[config.mk]
export PLATFORM = sky130hd
export DESIGN_NAME = stwa_ctrl
export DESIGN_NICKNAME = d
export VERILOG_FILES = /design/src/design/stwa_pkg.sv /design/src/design/stwa_ctrl.sv
export SDC_FILE = /design/constraint.sdc
export NUM_CORES = 1
export LEC_CHECK = 0
export BUFFER_PORTS_ARGS = -buffer_cell sky130_fd_sc_hd__clkbuf_2
export CAP_MARGIN = 20
export CORE_ASPECT_RATIO = 1.2
export CORE_MARGIN = 4
export CORE_UTILIZATION = 30
export CTS_BUF_LIST = sky130_fd_sc_hd__clkbuf_4 sky130_fd_sc_hd__clkbuf_8
export CTS_CLUSTER_DIAMETER = 120
export DETAILED_ROUTE_END_ITERATION = 10
export HOLD_SLACK_MARGIN = 0.05
export PLACE_DENSITY = 0.57
export SLEW_MARGIN = 20
export SYNTH_ARGS = -nofsm -noshare
export SYNTH_HDL_FRONTEND = slang
export SYNTH_SLANG_ARGS = --single-unit
[constraint.sdc]
create_clock -name clk -period 1.95 [get_ports clk]
set_input_delay 0.195 -clock clk [delete_from_list [all_inputs] [get_ports clk]]
set_output_delay 0.195 -clock clk [all_outputs]
set_load 0.01 [all_outputs]
[src/design/stwa_pkg.sv]
// Shared types and constants for the sliding time-window average block.
package stwa_pkg;

  localparam int TIME_W      = 32;
  localparam int VAL_W       = 32;
  localparam int SUM_W       = 40;
  localparam int AVG_W       = 32;
  localparam int COUNT_OUT_W = 9;
  localparam int MEM_W       = TIME_W + VAL_W;
  localparam int DIV_STEPS   = SUM_W;
  localparam int DIV_CNT_W   = $clog2(DIV_STEPS);

  localparam logic [TIME_W-1:0] WINDOW_RESET = TIME_W'(60);

  // Commands from the controller to the datapath
  typedef struct packed {
    logic load;       // capture the input beat
    logic rd_en;      // read the oldest entry
    logic expire;     // drop the oldest entry
    logic append;     // append the captured sample if it is an add and the ring is not full
    logic div_start;  // seed the divider
    logic div_step;   // one quotient bit
    logic out_load;   // load the result register
  } stwa_cmd_t;

  // Status from the datapath to the controller
  typedef struct packed {
    logic empty;       // no samples held
    logic expire_hit;  // oldest entry read back is too old
  } stwa_sts_t;

endpackage

[src/design/stwa_ctrl.sv]
// Controller: sequences capture, expiry walk, append, division and result handoff.
module stwa_ctrl
  import stwa_pkg::*;
(
  input  logic      clk,
  input  logic      rst_n,
  input  logic      in_valid,
  input  logic      out_ready,
  input  stwa_sts_t sts,
  output logic      in_ready,
  output logic      out_valid,
  output stwa_cmd_t cmd
);

  typedef enum logic [2:0] {
    S_IDLE,
    S_READ,
    S_CHECK,
    S_APPEND,
    S_DIV_INIT,
    S_DIV,
    S_DONE
  } state_t;

  localparam logic [DIV_CNT_W-1:0] LAST_STEP = DIV_CNT_W'(DIV_STEPS - 1);

  state_t               state_r, state_nxt;
  logic [DIV_CNT_W-1:0] step_r, step_nxt;
  logic                 out_valid_r, out_valid_nxt;
  logic                 out_free;

  assign out_free = ~out_valid_r | out_ready;

  // Decode commands and next state
  always_comb begin
    state_nxt     = state_r;
    step_nxt      = step_r;
    out_valid_nxt = out_valid_r & ~out_ready;
    cmd           = '0;
    in_ready      = 1'b0;
    case (state_r)
      S_IDLE: begin
        in_ready = 1'b1;
        if (in_valid) begin
          cmd.load  = 1'b1;
          state_nxt = S_READ;
        end
      end
      S_READ: begin
        if (sts.empty) begin
          state_nxt = S_APPEND;
        end else begin
          cmd.rd_en = 1'b1;
          state_nxt = S_CHECK;
        end
      end
      S_CHECK: begin
        if (sts.expire_hit) begin
          cmd.expire = 1'b1;
          state_nxt  = S_READ;
        end else begin
          state_nxt = S_APPEND;
        end
      end
      S_APPEND: begin
        cmd.append = 1'b1;
        state_nxt  = S_DIV_INIT;
      end
      S_DIV_INIT: begin
        cmd.div_start = 1'b1;
        step_nxt      = '0;
        state_nxt     = S_DIV;
      end
      S_DIV: begin
        cmd.div_step = 1'b1;
        step_nxt     = step_r + DIV_CNT_W'(1);
        if (step_r == LAST_STEP) begin
          state_nxt = S_DONE;
        end
      end
      S_DONE: begin
        if (out_free) begin
          cmd.out_load  = 1'b1;
          out_valid_nxt = 1'b1;
          state_nxt     = S_IDLE;
        end
      end
      default: begin
        state_nxt = S_IDLE;
      end
    endcase
  end

  // Hold state, step count and result valid
  always_ff @(posedge clk) begin
    if (!rst_n) begin
      state_r     <= S_IDLE;
      step_r      <= '0;
      out_valid_r <= 1'b0;
    end else begin
      state_r     <= state_nxt;
      step_r      <= step_nxt;
      out_valid_r <= out_valid_nxt;
    end
  end

  assign out_valid = out_valid_r;

endmodule

# Yosys cells after proc, flatten, opt, wreduce, memory -nomap -nowiden
# Cells that the tools add are included.
# Widths: inputs -> output; s select.
dict set report totals {
  in_bits 6
  wordCells 42
  output_inout_bits 9
  reg_bits 10
}
dict set report op_classes {
  n_eq_ne 10
  n_bitwise 4
  addsub 1
  mux 21
  reduce_logical 3
}
# cell n
set op_table {}
lappend op_table {{$pmux 3 s7} 1}
lappend op_table {{$mux 1} 15}
lappend op_table {{$pmux 6 s2} 1}
lappend op_table {{$eq 3x3->1 const B} 3}
lappend op_table {{$mux 3} 3}
lappend op_table {{$add 6x1->6 const B} 1}
lappend op_table {{$eq 3x2->1 const B} 2}
lappend op_table {{$eq 6x6->1 const B} 1}
lappend op_table {{$ne 2x2->1 const B} 3}
lappend op_table {{$eq 3x1->1 const B} 1}
lappend op_table {{$logic_not 3->1} 1}
lappend op_table {{$reduce_and 3->1} 1}
lappend op_table {{$mux 2} 1}
lappend op_table {{$not 1->1} 2}
lappend op_table {{$reduce_bool 2->1} 1}
lappend op_table {{$and 1x1->1} 1}
lappend op_table {{$or 1x1->1} 1}

# Logic depth before layout (Yosys ltp)
dict set report depth {
  word_depth 4
  mapped_depth 7
  ltp_nobuf 6
}

# Least setup slack after synthesis
# Ideal clock, no wire load.
dict set report synth_path {
  kind {flip-flop to flip-flop}
  from {register step_r[0]}
  to {register state_r[1]}
  period_less_slack_ns 1.437
  path_slack_ns 0.513
  setup_ns 0.072
  stages_incl_launch_ff 7
  path_buffers 0
  t_required_ns 1.878
  arrival_ns 1.364
  path_cell_list {dfxtp_1 -> ha_1 -> nand2_1 -> a31oi_1 -> o221ai_2 -> or3_1 -> a21oi_1}
}
dict set report synth_via {
  elab_chain_cells 3
}
# element line
set synth_lines {}
lappend synth_lines {{start, declared} stwa_ctrl.sv:28} ;# logic [DIV_CNT_W-1:0] step_r, step_nxt;
lappend synth_lines {{start signal, assigned} stwa_ctrl.sv:102} ;# step_r <= step_nxt;
lappend synth_lines {{$eq 6x6->1} stwa_ctrl.sv:77} ;# if (step_r == LAST_STEP) begin
lappend synth_lines {{$ne 2x2->1 (no line)} -}
lappend synth_lines {{$reduce_and 3->1 (no line)} -}
lappend synth_lines {{end signal, assigned} stwa_ctrl.sv:101} ;# state_r <= state_nxt;
lappend synth_lines {{end, declared} stwa_ctrl.sv:27} ;# state_t state_r, state_nxt;
# No other way between the ends.
# A chain may end at the register's enable or synchronous reset.

==> reports/metrics.yaml <==
hpwl_um: 861.4
htreeDepth: 1
hold_class: "input pin to flip-flop"
grt-ovfl-total: 0
slowest_delay_ns: 0.55
min_path_cells: 3
required_ns: 1.75
r2r_slack_ns: 0.38
final.fill_count: 188
synth_edf_count: 0
arrival_ns: 1.44
power.internal_uw: 402.7
p_comb_share_pct: 24.8
finalMaxSlewViolations: 0
drive_gt1_share_pct: 26.74
fin_nets: 94
vias_per_cell: 5.057
grt_first_pass_wirelength_um: 2014
drtIter0Drc: 4
cts_setup_buffers: 0
path_class: "flip-flop to output pin"
clock_sinks: 10
core-area_um2: 1829
crit_cells: 3
synth.distinct_cells: 32
setup_viol: 0
initial_core_util_pct: 31.53
antenna_found_initial: 0
numPortBuffers: 14
worst-path-buf-inv: 1
clockBufferDepth: 2
worstPathCellList: "nand2b_1, nor2_1, clkbuf_2"
p_per_area_nw_per_um2: 841.3
finalClockSkew_ns: 0.0005091
holdWs_ns: 0.2355
reg2reg_depth: 6
crit_slowest_cell: "dfxtp_1"
synth_area_leaders: "dfxtp_1, nor2_1, a21oi_1"
io_pins: 15
status: "finished, final reports clean"
totalNegativeSetupSlack_ns: 0
gp_congestion: 0.7127
synth.largest_area_cell: "dfxtp_1"
synth.avg_cell_area_um2: 8.124
dr_total_vias: 531
syn_area_um2: 576.8
die_w_um: 48.03
grt_pass1_vias: 496
yosysWarnings: 0
dieArea_um2: 2691
grt_usage_pct: 10.28
seq_area_frac_synth_pct: 34.71
rows: 17
cts-buffers-inserted: 3
synth_seq_cells: 10
synth_flop_cell: "dfxtp_1"
worst_pin_slew_ns: 0.3853
mappedNetlistNets: 78
rsz0062_at_grt: "no"
cts-hold-fix-buffers: 0
area_delta_synth_final_pct: 19.96
cts_resized: 0
synth.top_cell.area_share_pct: 34.71
cts_tree: "done"
synth-async-reset-ratio_pct: 0
diodes: 0
drv_cap: 0
drt.antenna.violating_nets: 0
slew-limit-headroom_pct: 74.28
p_sw_share_pct: 30.83
path_clk_slew_ns: 0.07
clock_latency_ns: 0.26
leakagePower_uw: 0.0003292
final-hold-violation-count: 0
power_frac_seq_pct: 43.2
cp_top_family: "flip-flops"
fp.dieH_um: 56.03
wire_per_inst_um: 10.76
drc: 0
cp_max_fo: 11
dr.pass1.iters: 3
grt_max_degree: 13
fin_crit_ns: 1.637
fin_crit_sh_pct: 83.96
end_kind: "output pin"
synth_cells: 71
root_buffer: "clkbuf_4"
switchingPower_uw: 179.5
routed_wl_um: 1130
irDropWorstVdd_uv: 383.0
max_freq_mhz: 610.8
pwr-share-clk_pct: 32.0
critPathLaunchType: "flip-flop"
[worst paths after layout]
check / start / to
setup / recovery: state_r[2] / cmd[2]
hold / removal: out_ready / out_valid
setup reg to reg: step_r[0] / state_r[1]
hold reg to reg: out_valid / out_valid
[routing by layer]
metal / GRT usage (%) / share of wire, % / up-vias
met5: 0 / 0 / -
li1: - / - / 285
met3: 1.942 / 3.5 / 2
met1: 12.21 / 44 / 238
met2: 15.12 / 50 / 6
met4: 8.077 / 1.9 / 0
[Yosys cell counts, types with 2 or more instances]
| master | instances |
|---|---|
| dfxtp_1 | 10 |
| nor2_1 | 9 |
| a21oi_1 | 5 |
| nor3_1 | 4 |
| buf_2 | 3 |
| inv_1 | 3 |
| nand2b_1 | 3 |
| nand3_1 | 3 |
| o21ai_1 | 3 |
| a22oi_1 | 2 |
| a31oi_1 | 2 |
| nand2_1 | 2 |
| nand3b_1 | 2 |
| nor3b_1 | 2 |
[state kept, by name (all words and copies together) (netlist names)]
signal     count
step_r         6
state_r        3
out_valid      1
[logic make-up after synthesis]
kind of cell    count (synthesis)  share of synthesized area, %
flops                          10                         34.71
mux                             3                         5.640
fa+ha+maj                       1                         2.169
buf+inv                         8                         6.507
compound gates                 16                         18.00
simple gates                   33                         32.97
[metrics by stage]
stage	std cells	area [um2]	total power (uW)	worst slack (ns)	util, %
finish	105	691.9	582.1	0.3129	37.82
global route	105	691.9	619.8	0.1718	37.82
CTS	105	691.9	592.0	0.2978	37.82
detailed placement	101	655.6	402.2	0.3967	35.84
global placement	101	655.6	402.7	0.3811	35.84
floorplan	71	576.8	360.3	0.5135	-
[cell usage in the layout (no fill, tap or decap), types with 3 or more instances in the layout]
cell type,instances
clkbuf_2,14
dfxtp_1,10
nor2_1,9
a21oi_1,5
nor3_1,4
inv_1,3
nand2b_1,3
nand3_1,3
o21ai_1,3
clkbuf_4,3
[tightest hold or removal path, delay by kind of cell]
family / cells / cell delay (ns)
simple gates: 1 / 0.12
buf+inv: 1 / 0.07
compound gates: 1 / 0.06
[power groups by stage]
stage          sequential (uW)  clock, uW  combinational, uW
2_1_floorplan              234          0                126
3_3_place_gp               256          0                147
3_5_place_dp               256          0                146
4_1_cts                    251        194                147
5_1_grt                    257        200                164
6_report                   252        186                144
[final cells by class]
class                   count  area (um2)  share of cell area (%)
clock buffers               4       36.28                   5.244
multi-input cells          53       339.1                   49.01
flip-flops and latches     10       200.2                   28.93
repair buffers             15       77.57                   11.21
inverters                   4       15.01                   2.170
well taps                  19       23.77                   3.436
Note: power is estimated with default switching activity, not from simulation.
